### config.mk
export PLATFORM = sky130hd
export DESIGN_NAME = roi_pixel_statistics_unit
export DESIGN_NICKNAME = d
export VERILOG_FILES = /design/src/rtl/rps_pkg.sv /design/src/rtl/roi_pixel_statistics_unit.sv /design/src/rtl/rps_accum.sv /design/src/rtl/rps_arith.sv /design/src/rtl/rps_ctrl.sv
export SDC_FILE = /design/constraint.sdc
export NUM_CORES = 2
export LEC_CHECK = 0
export BUFFER_PORTS_ARGS = -buffer_cell sky130_fd_sc_hd__buf_2
export CAP_MARGIN = 20
export CORE_ASPECT_RATIO = 1.25
export CORE_MARGIN = 10
export CORE_UTILIZATION = 65
export DETAILED_ROUTE_END_ITERATION = 12
export PLACE_DENSITY = 0.91
export RECOVER_POWER = 50
export SLEW_MARGIN = 20
export SYNTH_ARGS = -nofsm -noshare
export SYNTH_HDL_FRONTEND = slang
export SYNTH_SLANG_ARGS = --single-unit
export TNS_END_PERCENT = 10
### constraint.sdc
create_clock -name i_clk -period 19.23 [get_ports i_clk]
set_clock_uncertainty 0.05 [all_clocks]
set_input_delay 3.846 -clock i_clk [delete_from_list [all_inputs] [get_ports i_clk]]
set_output_delay 3.846 -clock i_clk [all_outputs]
set_load 0.01 [all_outputs]
### src/rtl/rps_pkg.sv
// ----------------------------------------------------------------------------
// rps_pkg
// shared types and constants of the roi pixel statistics unit
// ----------------------------------------------------------------------------
package rps_pkg;

    localparam int CFG_W = 13;
    localparam int CFG_IDX_W = 3;

    localparam logic [CFG_IDX_W-1:0] REG_FRAME_WIDTH = 3'd0;
    localparam logic [CFG_IDX_W-1:0] REG_ROI_LEFT    = 3'd1;
    localparam logic [CFG_IDX_W-1:0] REG_ROI_TOP     = 3'd2;
    localparam logic [CFG_IDX_W-1:0] REG_ROI_WIDTH   = 3'd3;
    localparam logic [CFG_IDX_W-1:0] REG_ROI_HEIGHT  = 3'd4;

    localparam int SUM_W = 33;
    localparam int SQ_W  = 41;
    localparam int CNT_W = 25;
    localparam int QUO_W = 32;
    localparam int REM_W = CNT_W + 1;
    localparam int ROOT_W = 16;
    localparam int SREM_W = 20;

    typedef struct packed {
        logic start;
        logic div_step;
        logic load_msq;
        logic mul;
        logic sqrt_load;
        logic sqrt_step;
        logic out_load;
    } t_cmd;

    typedef struct packed {
        logic out_full;
    } t_status;

endpackage

### src/rtl/roi_pixel_statistics_unit.sv
// ----------------------------------------------------------------------------
// roi_pixel_statistics_unit
// Pixels are taken one per clock while o_ready is high. A pixel flagged
// frame_end starts the statistics pass: two restoring divisions on the
// shared divider with a load step between them, a squaring step, a
// subtraction step and a bit-serial square root; the result transaction is
// offered once the previous result has been taken. Pixels of the next frame
// are still taken during that pass; only a further frame_end pixel waits
// until the pass is over and the previous result has been taken.
// ----------------------------------------------------------------------------
module roi_pixel_statistics_unit #(
    parameter int MAX_DIMENSION = 4096
) (
    input  logic                          i_clk,
    input  logic                          i_rst_n,
    input  logic                          i_cfg_we,
    input  logic [rps_pkg::CFG_IDX_W-1:0] i_cfg_idx,
    input  logic [rps_pkg::CFG_W-1:0]     i_cfg_data,
    input  logic                          i_valid,
    output logic                          o_ready,
    input  logic [7:0]                    i_pixel,
    input  logic                          i_frame_end,
    output logic                          o_valid,
    input  logic                          i_ready,
    output logic [15:0]                   o_mean_q8,
    output logic [14:0]                   o_stddev_q8,
    output logic [7:0]                    o_min_pixel,
    output logic [7:0]                    o_max_pixel,
    output logic                          o_region_empty
);
    rps_pkg::t_cmd    cmd;
    rps_pkg::t_status status;
    logic [rps_pkg::SUM_W-1:0] sum;
    logic [rps_pkg::SQ_W-1:0]  sq;
    logic [rps_pkg::CNT_W-1:0] cnt;
    logic [7:0] mn, mx;
    logic busy, take;

    assign o_ready = !((busy || o_valid) && i_frame_end);
    assign take    = i_valid && o_ready;

    rps_accum #(.MAX_DIMENSION(MAX_DIMENSION)) u_accum (
        .i_clk(i_clk), .i_rst_n(i_rst_n),
        .i_cfg_we(i_cfg_we), .i_cfg_idx(i_cfg_idx), .i_cfg_data(i_cfg_data),
        .i_take(take), .i_pixel(i_pixel), .i_frame_end(i_frame_end),
        .o_sum(sum), .o_sq(sq), .o_cnt(cnt), .o_min(mn), .o_max(mx)
    );

    rps_ctrl u_ctrl (
        .i_clk(i_clk), .i_rst_n(i_rst_n),
        .i_start(take && i_frame_end), .i_status(status),
        .o_cmd(cmd), .o_busy(busy)
    );

    rps_arith u_arith (
        .i_clk(i_clk), .i_rst_n(i_rst_n),
        .i_cmd(cmd), .o_status(status),
        .i_sum(sum), .i_sq(sq), .i_cnt(cnt), .i_min(mn), .i_max(mx),
        .i_out_ready(i_ready), .o_out_valid(o_valid),
        .o_mean_q8(o_mean_q8), .o_stddev_q8(o_stddev_q8),
        .o_min_pixel(o_min_pixel), .o_max_pixel(o_max_pixel),
        .o_region_empty(o_region_empty)
    );
endmodule

### src/rtl/rps_accum.sv
// ----------------------------------------------------------------------------
// rps_accum
// raster position tracking, region test and per-frame accumulators
// ----------------------------------------------------------------------------
module rps_accum #(
    parameter int MAX_DIMENSION = 4096
) (
    input  logic                         i_clk,
    input  logic                         i_rst_n,
    input  logic                         i_cfg_we,
    input  logic [rps_pkg::CFG_IDX_W-1:0] i_cfg_idx,
    input  logic [rps_pkg::CFG_W-1:0]    i_cfg_data,
    input  logic                         i_take,
    input  logic [7:0]                   i_pixel,
    input  logic                         i_frame_end,
    output logic [rps_pkg::SUM_W-1:0]    o_sum,
    output logic [rps_pkg::SQ_W-1:0]     o_sq,
    output logic [rps_pkg::CNT_W-1:0]    o_cnt,
    output logic [7:0]                   o_min,
    output logic [7:0]                   o_max
);
    localparam int CW = $clog2(MAX_DIMENSION);
    localparam int EW = (CW + 1 > 14) ? CW + 1 : 14;
    localparam logic [EW-1:0] MAXD = EW'(MAX_DIMENSION);
    localparam logic [CW-1:0] ROW_LAST = CW'(MAX_DIMENSION - 1);

    logic [12:0] r_fw, r_rw, r_rh;
    logic [11:0] r_rl, r_rt;
    logic [CW-1:0] r_col, r_row, n_col, n_row;
    logic [rps_pkg::SUM_W-1:0] r_sum, n_sum;
    logic [rps_pkg::SQ_W-1:0]  r_sq, n_sq;
    logic [rps_pkg::CNT_W-1:0] r_cnt, n_cnt;
    logic [7:0] r_min, r_max, n_min, n_max;
    logic [EW-1:0] effw, col_inc;
    logic [15:0] px_sq;
    logic in_roi;

    always_ff @(posedge i_clk) begin
        if (!i_rst_n) begin
            r_fw <= 13'd640;
            r_rl <= '0;
            r_rt <= '0;
            r_rw <= 13'd64;
            r_rh <= 13'd64;
        end else if (i_cfg_we) begin
            case (i_cfg_idx)
                rps_pkg::REG_FRAME_WIDTH: r_fw <= i_cfg_data;
                rps_pkg::REG_ROI_LEFT:    r_rl <= i_cfg_data[11:0];
                rps_pkg::REG_ROI_TOP:     r_rt <= i_cfg_data[11:0];
                rps_pkg::REG_ROI_WIDTH:   r_rw <= i_cfg_data;
                rps_pkg::REG_ROI_HEIGHT:  r_rh <= i_cfg_data;
                default: ;
            endcase
        end
    end

    always_comb begin
        effw = (r_fw == '0 || EW'(r_fw) > MAXD) ? MAXD : EW'(r_fw);
        in_roi = (EW'(r_col) >= EW'(r_rl)) && (EW'(r_col) < EW'(r_rl) + EW'(r_rw)) &&
                 (EW'(r_row) >= EW'(r_rt)) && (EW'(r_row) < EW'(r_rt) + EW'(r_rh));
        px_sq = 16'(i_pixel) * 16'(i_pixel);
        n_sum = r_sum;
        n_sq  = r_sq;
        n_cnt = r_cnt;
        n_min = r_min;
        n_max = r_max;
        if (in_roi && r_cnt != '1) begin
            n_cnt = r_cnt + 1'b1;
            n_sum = r_sum + rps_pkg::SUM_W'(i_pixel);
            n_sq  = r_sq + rps_pkg::SQ_W'(px_sq);
            if (i_pixel < r_min) n_min = i_pixel;
            if (i_pixel > r_max) n_max = i_pixel;
        end
        col_inc = EW'(r_col) + 1'b1;
        n_col = CW'(col_inc);
        n_row = r_row;
        if (col_inc >= effw) begin
            n_col = '0;
            n_row = (r_row == ROW_LAST) ? '0 : r_row + 1'b1;
        end
    end

    always_ff @(posedge i_clk) begin
        if (!i_rst_n || (i_take && i_frame_end)) begin
            r_col <= '0;
            r_row <= '0;
            r_sum <= '0;
            r_sq  <= '0;
            r_cnt <= '0;
            r_min <= 8'd255;
            r_max <= '0;
        end else if (i_take) begin
            r_col <= n_col;
            r_row <= n_row;
            r_sum <= n_sum;
            r_sq  <= n_sq;
            r_cnt <= n_cnt;
            r_min <= n_min;
            r_max <= n_max;
        end
    end

    // frame totals including the current pixel
    assign o_sum = n_sum;
    assign o_sq  = n_sq;
    assign o_cnt = n_cnt;
    assign o_min = n_min;
    assign o_max = n_max;
endmodule

### src/rtl/rps_arith.sv
// ----------------------------------------------------------------------------
// rps_arith
// end-of-frame datapath: shared restoring divider, squarer, bit-serial root
// and result register
// ----------------------------------------------------------------------------
module rps_arith (
    input  logic                      i_clk,
    input  logic                      i_rst_n,
    input  rps_pkg::t_cmd             i_cmd,
    output rps_pkg::t_status          o_status,
    input  logic [rps_pkg::SUM_W-1:0] i_sum,
    input  logic [rps_pkg::SQ_W-1:0]  i_sq,
    input  logic [rps_pkg::CNT_W-1:0] i_cnt,
    input  logic [7:0]                i_min,
    input  logic [7:0]                i_max,
    input  logic                      i_out_ready,
    output logic                      o_out_valid,
    output logic [15:0]               o_mean_q8,
    output logic [14:0]               o_stddev_q8,
    output logic [7:0]                o_min_pixel,
    output logic [7:0]                o_max_pixel,
    output logic                      o_region_empty
);
    logic [rps_pkg::SQ_W-1:0]   r_sq;
    logic [rps_pkg::CNT_W-1:0]  r_cnt;
    logic [7:0]                 r_min, r_max;
    logic [rps_pkg::REM_W-1:0]  r_rem, div_t;
    logic [rps_pkg::QUO_W-1:0]  r_quo, r_msq, r_msqm, r_sv;
    logic [15:0]                r_mean;
    logic [rps_pkg::ROOT_W-1:0] r_root;
    logic [rps_pkg::SREM_W-1:0] r_srem, sq_t, sq_trial;
    logic                       div_ge, sq_ge, r_out_valid;

    always_comb begin
        div_t  = {r_rem[rps_pkg::REM_W-2:0], r_quo[rps_pkg::QUO_W-1]};
        div_ge = div_t >= rps_pkg::REM_W'(r_cnt);
        sq_t     = {r_srem[rps_pkg::SREM_W-3:0], r_sv[rps_pkg::QUO_W-1 -: 2]};
        sq_trial = {2'b00, r_root, 2'b01};
        sq_ge    = sq_t >= sq_trial;
    end

    always_ff @(posedge i_clk) begin
        if (i_cmd.start) begin
            r_sq  <= i_sq;
            r_cnt <= i_cnt;
            r_min <= i_min;
            r_max <= i_max;
            r_rem <= rps_pkg::REM_W'(i_sum[32:24]);
            r_quo <= {i_sum[23:0], 8'd0};
        end else if (i_cmd.load_msq) begin
            r_mean <= r_quo[15:0];
            r_rem  <= rps_pkg::REM_W'(r_sq[40:16]);
            r_quo  <= {r_sq[15:0], 16'd0};
        end else if (i_cmd.div_step) begin
            r_rem <= div_ge ? div_t - rps_pkg::REM_W'(r_cnt) : div_t;
            r_quo <= {r_quo[rps_pkg::QUO_W-2:0], div_ge};
        end
        if (i_cmd.mul) begin
            r_msq  <= r_quo;
            r_msqm <= r_mean * r_mean;
        end
        if (i_cmd.sqrt_load) begin
            r_sv   <= (r_msq > r_msqm) ? r_msq - r_msqm : '0;
            r_root <= '0;
            r_srem <= '0;
        end else if (i_cmd.sqrt_step) begin
            r_srem <= sq_ge ? sq_t - sq_trial : sq_t;
            r_root <= {r_root[rps_pkg::ROOT_W-2:0], sq_ge};
            r_sv   <= {r_sv[rps_pkg::QUO_W-3:0], 2'b00};
        end
    end

    always_ff @(posedge i_clk) begin
        if (!i_rst_n) begin
            r_out_valid <= 1'b0;
        end else if (i_cmd.out_load) begin
            r_out_valid <= 1'b1;
        end else if (i_out_ready) begin
            r_out_valid <= 1'b0;
        end
    end

    always_ff @(posedge i_clk) begin
        if (i_cmd.out_load) begin
            o_min_pixel <= r_min;
            o_max_pixel <= r_max;
            if (r_cnt == '0) begin
                o_mean_q8      <= '0;
                o_stddev_q8    <= '0;
                o_region_empty <= 1'b1;
            end else begin
                o_mean_q8      <= r_mean;
                o_stddev_q8    <= r_root[15] ? 15'h7fff : r_root[14:0];
                o_region_empty <= 1'b0;
            end
        end
    end

    assign o_out_valid       = r_out_valid;
    assign o_status.out_full = r_out_valid;
endmodule

### src/rtl/rps_ctrl.sv
// ----------------------------------------------------------------------------
// rps_ctrl
// sequencer for the end-of-frame divide, square and root
// ----------------------------------------------------------------------------
module rps_ctrl (
    input  logic             i_clk,
    input  logic             i_rst_n,
    input  logic             i_start,
    input  rps_pkg::t_status i_status,
    output rps_pkg::t_cmd    o_cmd,
    output logic             o_busy
);
    localparam logic [2:0] S_IDLE = 3'd0;
    localparam logic [2:0] S_DIVM = 3'd1;
    localparam logic [2:0] S_LDQ  = 3'd2;
    localparam logic [2:0] S_DIVQ = 3'd3;
    localparam logic [2:0] S_MUL  = 3'd4;
    localparam logic [2:0] S_SUB  = 3'd5;
    localparam logic [2:0] S_SQRT = 3'd6;
    localparam logic [2:0] S_OUT  = 3'd7;

    logic [2:0] r_state, n_state;
    logic [4:0] r_step, n_step;

    always_comb begin
        n_state = r_state;
        n_step  = r_step + 1'b1;
        o_cmd   = '0;
        case (r_state)
            S_IDLE: begin
                n_step = '0;
                if (i_start) begin
                    o_cmd.start = 1'b1;
                    n_state = S_DIVM;
                end
            end
            S_DIVM: begin
                o_cmd.div_step = 1'b1;
                if (r_step == 5'd31) n_state = S_LDQ;
            end
            S_LDQ: begin
                o_cmd.load_msq = 1'b1;
                n_step = '0;
                n_state = S_DIVQ;
            end
            S_DIVQ: begin
                o_cmd.div_step = 1'b1;
                if (r_step == 5'd31) n_state = S_MUL;
            end
            S_MUL: begin
                o_cmd.mul = 1'b1;
                n_state = S_SUB;
            end
            S_SUB: begin
                o_cmd.sqrt_load = 1'b1;
                n_step = '0;
                n_state = S_SQRT;
            end
            S_SQRT: begin
                o_cmd.sqrt_step = 1'b1;
                if (r_step == 5'd15) n_state = S_OUT;
            end
            S_OUT: begin
                // wait for the result register to drain
                if (!i_status.out_full) begin
                    o_cmd.out_load = 1'b1;
                    n_state = S_IDLE;
                end
            end
            default: n_state = S_IDLE;
        endcase
    end

    always_ff @(posedge i_clk) begin
        if (!i_rst_n) begin
            r_state <= S_IDLE;
            r_step  <= '0;
        end else begin
            r_state <= n_state;
            r_step  <= n_step;
        end
    end

    assign o_busy = r_state != S_IDLE;
endmodule

# Word-level counts from Yosys, hierarchy flattened
# Index checks and enable logic that the tools add are counted.
[classes]
addsub = 11
mul = 2
magnitude_cmp = 11
n_eq_ne = 20
n_mux = 40
bitwise = 2
reduce_logical = 32
[op_table]
columns = ["cell", "count"]
rows = [
  ["32-bit two-way mux", 6],
  ["25-bit two-way mux", 4],
  ["41-bit by 16-bit adder with 41-bit output", 1],
  ["41-bit two-way mux", 1],
  ["33-bit by 8-bit adder with 33-bit output", 1],
  ["33-bit two-way mux", 1],
  ["32-bit > comparator", 1],
  ["16-bit by 16-bit multiplier with 32-bit output", 1],
  ["8-bit two-way mux", 4],
  ["32-bit subtractor", 1],
  ["12-bit by 13-bit adder with 14-bit output", 2],
  ["12-bit by 14-bit less-than comparator with 1-bit output", 2],
  ["26-bit by 25-bit >= comparator with 1-bit output", 1],
  ["25-bit by 1-bit adder with 25-bit output (second input constant)", 1],
  ["25-bit zero test", 1],
  ["25-bit inequality test (second input constant)", 1],
  ["25-bit subtractor", 1],
  ["12-bit >= comparator", 2],
  ["12-bit two-way mux", 2],
  ["3-bit case mux with 8 select lines", 1],
  ["20-bit by 18-bit >= comparator with 1-bit output", 1],
  ["18-bit two-way mux", 1],
  ["18-bit subtractor", 1],
  ["8-bit by 8-bit multiplier with 16-bit output", 1],
  ["32 further kinds", 79],
]
[word_totals]
ff_bits = 544
in_bits = 30
output_inout_bits = 50

# Depth between registers and ports, before layout
[depth]
word_depth = 10
depth_mapped = 26

# Hierarchy
# Synthesis repeated with hierarchy kept, for this count alone.
[unflattened]
cells_unflattened = 4291
hier_area_um2 = 39566.7
[by_module_without_submodules]
columns = ["mod", "instances", "cells_each", "area_per_inst_um2"]
rows = [
  ["rps_arith", 1, 2188, 23246.0],
  ["rps_accum", 1, 2045, 15843.9],
  ["rps_ctrl", 1, 54, 452.9],
  ["roi_pixel_statistics_unit", 1, 4, 23.8],
]

# Worst setup path after synthesis
# Ideal clock, no wire load.
[synth_timing]
path_type = "input port to flip-flop"
start = "in i_pixel[3]"
end = "reg u_arith.r_sq[23] (netlist bit) (data pin)"
setup_ns = 0.261
t_arrival_ns = 8.361
required_ns = 18.919
setup_slack_ns = 10.558
stages = 21
path_buffers = 2
path_cell_list = "clkbuf_1 -> inv_1 -> nor2_1 -> fa_1 -> inv_1 -> fa_1 -> fa_1 -> fa_1 -> inv_1 -> ha_1 -> o21a_1 -> o21a_1 -> nor2_1 -> a21oi_1 -> a41oi_1 -> a21oi_1 -> a41oi_1 -> or2_2 -> buf_4 -> nor2_1 -> xor2_1"
[synth_via]
elab_chain_len = 3
[synth_rtl]
columns = ["element", "line", "text"]
rows = [
  ["start, declared", "roi_pixel_statistics_unit.sv:21", "input logic [7:0] i_pixel,"],
  ["8-bit by 8-bit multiplier with 16-bit output", "rps_accum.sv:61", "px_sq = 16'(i_pixel) * 16'(i_pixel);"],
  ["41-bit by 16-bit adder with 41-bit output", "rps_accum.sv:70", "n_sq = r_sq + rps_pkg::SQ_W'(px_sq);"],
  ["41-bit two-way mux", "rps_accum.sv:67", "if (in_roi && r_cnt != '1) begin"],
  ["named net sq (one bit)", "roi_pixel_statistics_unit.sv:34", "logic [rps_pkg::SQ_W-1:0] sq;"],
  ["end signal, assigned", "rps_arith.sv:44", "r_sq <= i_sq;"],
  ["end, declared", "rps_arith.sv:24", "logic [rps_pkg::SQ_W-1:0] r_sq;"],
]
# The timed path passes the listed nets, and every way through them passes these cells.
# A chain may end at the register's enable or synchronous reset.

# Worst setup path in the final report
[layout_timing]
start = "in i_pixel[1]"
end = "reg u_arith.r_sq[25] (netlist bit) (data pin)"
# The elaborated chain is that of the path after synthesis.

==> impl_summary.txt <==
----------------------------------------------------
[Status]
  Status ... finished, violations left
  Violations in the final reports ... capacitance limit, slew limit

[Synth]
  Syn Std Cell Area ... 38180 um2
  Syn Nets ... 4622
  Cells after Synth ... between 4000 and 5000
  Unique masters post-synth ... 83
  Syn avg cell area ... between 9 and 10 um2
  Post-synthesis compound-gate area fraction ... 0.1315
  Post-synthesis xor/xnor area fraction ... 0.06240
  Share of synthesized area occupied by flip-flops and latches ... 0.3566
  EDFF count, synth ... 274
  Ys async rst share ... 0
  Fraction of the mapped netlist area in adder cells ... 0.2162
  Simple-gate share of the synthesized area ... 0.1526
  Main flop type after synthesis ... sky130_fd_sc_hd__edfxtp_1
  Count of warnings emitted by yosys ... 0
  Largest family of logic cells by synthesized area ... adder cells
  Synthesis-stage register bit count ... 543
  Mux cell area share after synthesis ... 0.01537

[Flow run]
  Number of violations of the max-capacitance limit ... 7

[Timing]
  Setup repair after global routing missed its margin ... no
  Final worst path period share ... 0.4573
  Final-report hold violation count ... 0
  Final worst-path setup slack ... 10440 ps
  Total Negative Setup Slacks ... 0 ps
  Fmax ... roughly 0.11 GHz
  Worst slew margin relative to its limit ... -1.400
  Minimum clock period after layout ... approximately 8800 ps
  Transition time at the pin with the least slew margin ... about 3600 ps
  Pins over their slew limit ... 315
  # setup viols final ... 0

[Worst setup path]
  Worst path required time ... between 15000 and 20000 ps
  Critical-path top delay cell ... sky130_fd_sc_hd__fa_1
  Crit path largest cell delay ... between 500 and 600 ps
  Most frequent cell on the critical path ... sky130_fd_sc_hd__fa_1
  Crit path cell chain ... buf_2, inv_1, nor2_1, fa_1, inv_1, fa_1, fa_1, fa_1, inv_1, ha_1, o21a_1, o21ai_0, a21oi_1, a41oi_1, a21oi_1, a41oi_1, buf_4, or2_2, nor3_1, xor2_1
  Largest fanout on the critical path ... 13
  Nature of the critical path startpoint ... input port
  Kind of critical path ... input port to register
  CP endpoint kind ... register
  Worst EP arrival ... just over 9000 ps

[Pwr]
  Static Leak ... roughly 18 nW
  Total power of the final layout ... a little over 8 mW
  Power per Cell Area ... 201.3 nW/um2
  Peak supply drop ... between 0.0004 and 0.0005 V

[Global routing]
  Global-route wire length before repair ... about 150000 um
  Overall global routing resource usage ... 0.2540
  Initial antenna violation count ... 0
  Overflow left after global routing ... 0
  Vias in the first global route ... around 30000
  Pin count of the biggest net entering global routing ... 77

[Clocking]
  Clock tree from TritonCTS ... yes
  Library cell used as clock root buffer ... sky130_fd_sc_hd__clkbuf_16
  Post-CTS Hold Buffers ... 0
  Clock Sinks ... 543
  CTS H-Tree Depth ... 2
  Clock latency on the worst-skew pair ... approximately 640 ps
  Setup fix buffers added after clock tree synthesis ... 0
  Clock Path Buffers ... 3
  Inserted Clock Buffers ... 54
  Register clock-pin slew on the reported worst setup and hold paths ... around 70 ps
  Count of instances resized after the clock tree is built ... 0

[Layout]
  Final Instance Count excl. Fillers ... approximately 4900
  Proportion of layout cells with a drive suffix above 1 ... 0.05500
  Area growth from synthesis to layout ... 7.129%
  Number of nets in the layout ... approximately 4600
  Utilization of the core after routing ... 0.7025
  # fillers ... about 4000

[Route]
  Via Count ... around 29000
  Drt pass-1 iters ... 8
  Remaining design rule violation count ... 0
  Wirelength, routed ... 89110 um
  Wire length per cell ... approximately 18 um
  Post-detailed-route via-to-cell ratio ... 6.044
  Final ANT Viol Nets ... 0
  Iteration-0 DRC Markers ... 2362

[Floorplan]
  Number of rows created at floorplan ... between 90 and 100
  I/O pin count ... 80
  Floorplan die area ... 68890 um2
  Initial Util ... 0.6557
  Standard cell core area ... 58220 um2
  Floorplan die height ... between 200 and 300 um
  Die span in x ... between 200 and 250 um

[Place]
  Worst slack at placement ... slightly below 10000 ps
  Count of input and output buffers ... between 70 and 80
  Post-placement cell count ... 4763
  Global placement routability congestion ... 0.9549
  Final HPWL from detailed placement ... between 60000 and 70000 um

[Hold path]
  HP Class ... register to register

----------------------------------------------------
cell usage in the layout (no fill, tap or decap), types with 57 or more instances in the layout:
cell type / instances
sky130_fd_sc_hd__xnor2_1: 178
sky130_fd_sc_hd__o21ai_0: 134
sky130_fd_sc_hd__nor3_1: 69
sky130_fd_sc_hd__nand3_1: 79
sky130_fd_sc_hd__a21o_1: 57
sky130_fd_sc_hd__nand2_1: 460
sky130_fd_sc_hd__fa_1: 208
sky130_fd_sc_hd__a21boi_0: 62
sky130_fd_sc_hd__and2_1: 75
sky130_fd_sc_hd__nor2_1: 289
sky130_fd_sc_hd__xor2_1: 94
sky130_fd_sc_hd__ha_1: 327
sky130_fd_sc_hd__inv_1: 484
sky130_fd_sc_hd__dfxtp_1: 269
sky130_fd_sc_hd__a21oi_1: 228
sky130_fd_sc_hd__edfxtp_1: 274
layer usage:
layer | up-vias | track usage | part of all wire
li1 | 13830 | - | -
met1 | 14210 | 0.2963 | 0.39
met2 | 1096 | 0.4500 | 0.50
met3 | 285 | 0.03685 | 0.061
met4 | 0 | 0.1210 | 0.045
met5 | - | 0 | 0
metrics by stage:
step / area (um2) / hold WS, ps
2_1_floorplan: 38180 / 350.3
3_3_place_gp: 39090 / 353.1
3_5_place_dp: 39090 / 354.5
4_1_cts: 40960 / 356.9
5_1_grt: 40890 / 363.8
6_report: 40900 / 354.0
state kept, by name (all words and copies together), names as in the netlist, 15 cells and up:
signal and cells:
u_arith.r_rem 25, u_accum.r_sq 41, u_arith.r_msqm 31, u_arith.r_mean 16, u_arith.o_stddev_q8 15, u_accum.r_sum 33
u_arith.r_root 16, u_arith.r_srem 18, u_arith.r_msq 32, u_accum.r_cnt 25, u_arith.r_quo 32, u_arith.r_sv 32
u_arith.o_mean_q8 16, u_arith.r_sq 41, u_arith.r_cnt 25
synth_stat cells, types with 25 or more instances:
library cell / count / area [um2]
sky130_fd_sc_hd__or3_1: 25 / 156.4
sky130_fd_sc_hd__inv_1: 486 / 1824
sky130_fd_sc_hd__xor2_1: 94 / 823.3
sky130_fd_sc_hd__a21oi_1: 228 / 1141
sky130_fd_sc_hd__clkbuf_1: 126 / 473.0
sky130_fd_sc_hd__edfxtp_1: 274 / 8228
sky130_fd_sc_hd__a21o_1: 57 / 427.9
sky130_fd_sc_hd__nor2_1: 292 / 1096
sky130_fd_sc_hd__a21boi_0: 62 / 465.5
sky130_fd_sc_hd__mux2i_1: 35 / 350.3
sky130_fd_sc_hd__a22o_1: 32 / 280.3
sky130_fd_sc_hd__o21ai_0: 133 / 665.6
sky130_fd_sc_hd__ha_1: 327 / 4091
sky130_fd_sc_hd__and2_1: 79 / 494.2
sky130_fd_sc_hd__nand2b_1: 52 / 325.3
sky130_fd_sc_hd__o21a_1: 27 / 202.7
sky130_fd_sc_hd__nor3_1: 70 / 350.3
sky130_fd_sc_hd__and3_1: 31 / 193.9
sky130_fd_sc_hd__nand3_1: 79 / 395.4
sky130_fd_sc_hd__dfxtp_1: 269 / 5385
sky130_fd_sc_hd__nand2_1: 461 / 1730
sky130_fd_sc_hd__a211oi_1: 30 / 225.2
sky130_fd_sc_hd__xnor2_1: 178 / 1559
sky130_fd_sc_hd__fa_1: 208 / 4164
sky130_fd_sc_hd__nand4_1: 28 / 175.2
sky130_fd_sc_hd__nor4_1: 26 / 162.7
sky130_fd_sc_hd__nor2b_1: 48 / 300.3
worst max-delay path: cells and delay by family:
kind            cells  cell delay, ps
fa+ha+maj           5            2280
compound gates      6            1210
simple gates        3             870
buf+inv             5             820
xor+xnor            1             100
power by group:
part | leakage [nW] | switching, mW | internal (mW)
clock | 0.924 | 0.488 | 0.630
combinational | 12.0 | 3.21 | 2.22
sequential | 4.66 | 0.100 | 1.59
final cells by class:
class	instances	area, um2	share of cell area
flip-flops and latches	543	13610	0.3329
clock inverters	27	314.1	0.007679
diodes	1	2.502	0.00006119
inverters	488	1834	0.04485
multi-input cells	2872	22110	0.5405
repair buffers	104	519.2	0.01270
well taps	757	947.2	0.02316
clock buffers	75	1562	0.03818
cells by family after synthesis:
| group | Yosys count |
|---|---|
| AND/OR/NAND/NOR | 1245 |
| AO/OA/AOI/OAI | 764 |
| buffers and inverters | 642 |
| flip-flops | 543 |
| adder cells (fa/ha/maj) | 535 |
| XOR/XNOR | 272 |
| multiplexers | 56 |
path summary, 6_finish.rpt:
kind,startpoint,to,slack [ps],cells past startpoint
setup / recovery,i_pixel[1],u_arith.r_sq[25],10440,20
hold / removal,u_arith.r_max[5],u_arith.o_max_pixel[5],350,0
setup reg to reg,u_arith.r_mean[9],u_arith.r_msqm[31],11650,23
hold reg to reg,u_arith.r_max[5],u_arith.o_max_pixel[5],350,0
No activity file was read; power rests on OpenSTA's default activity.
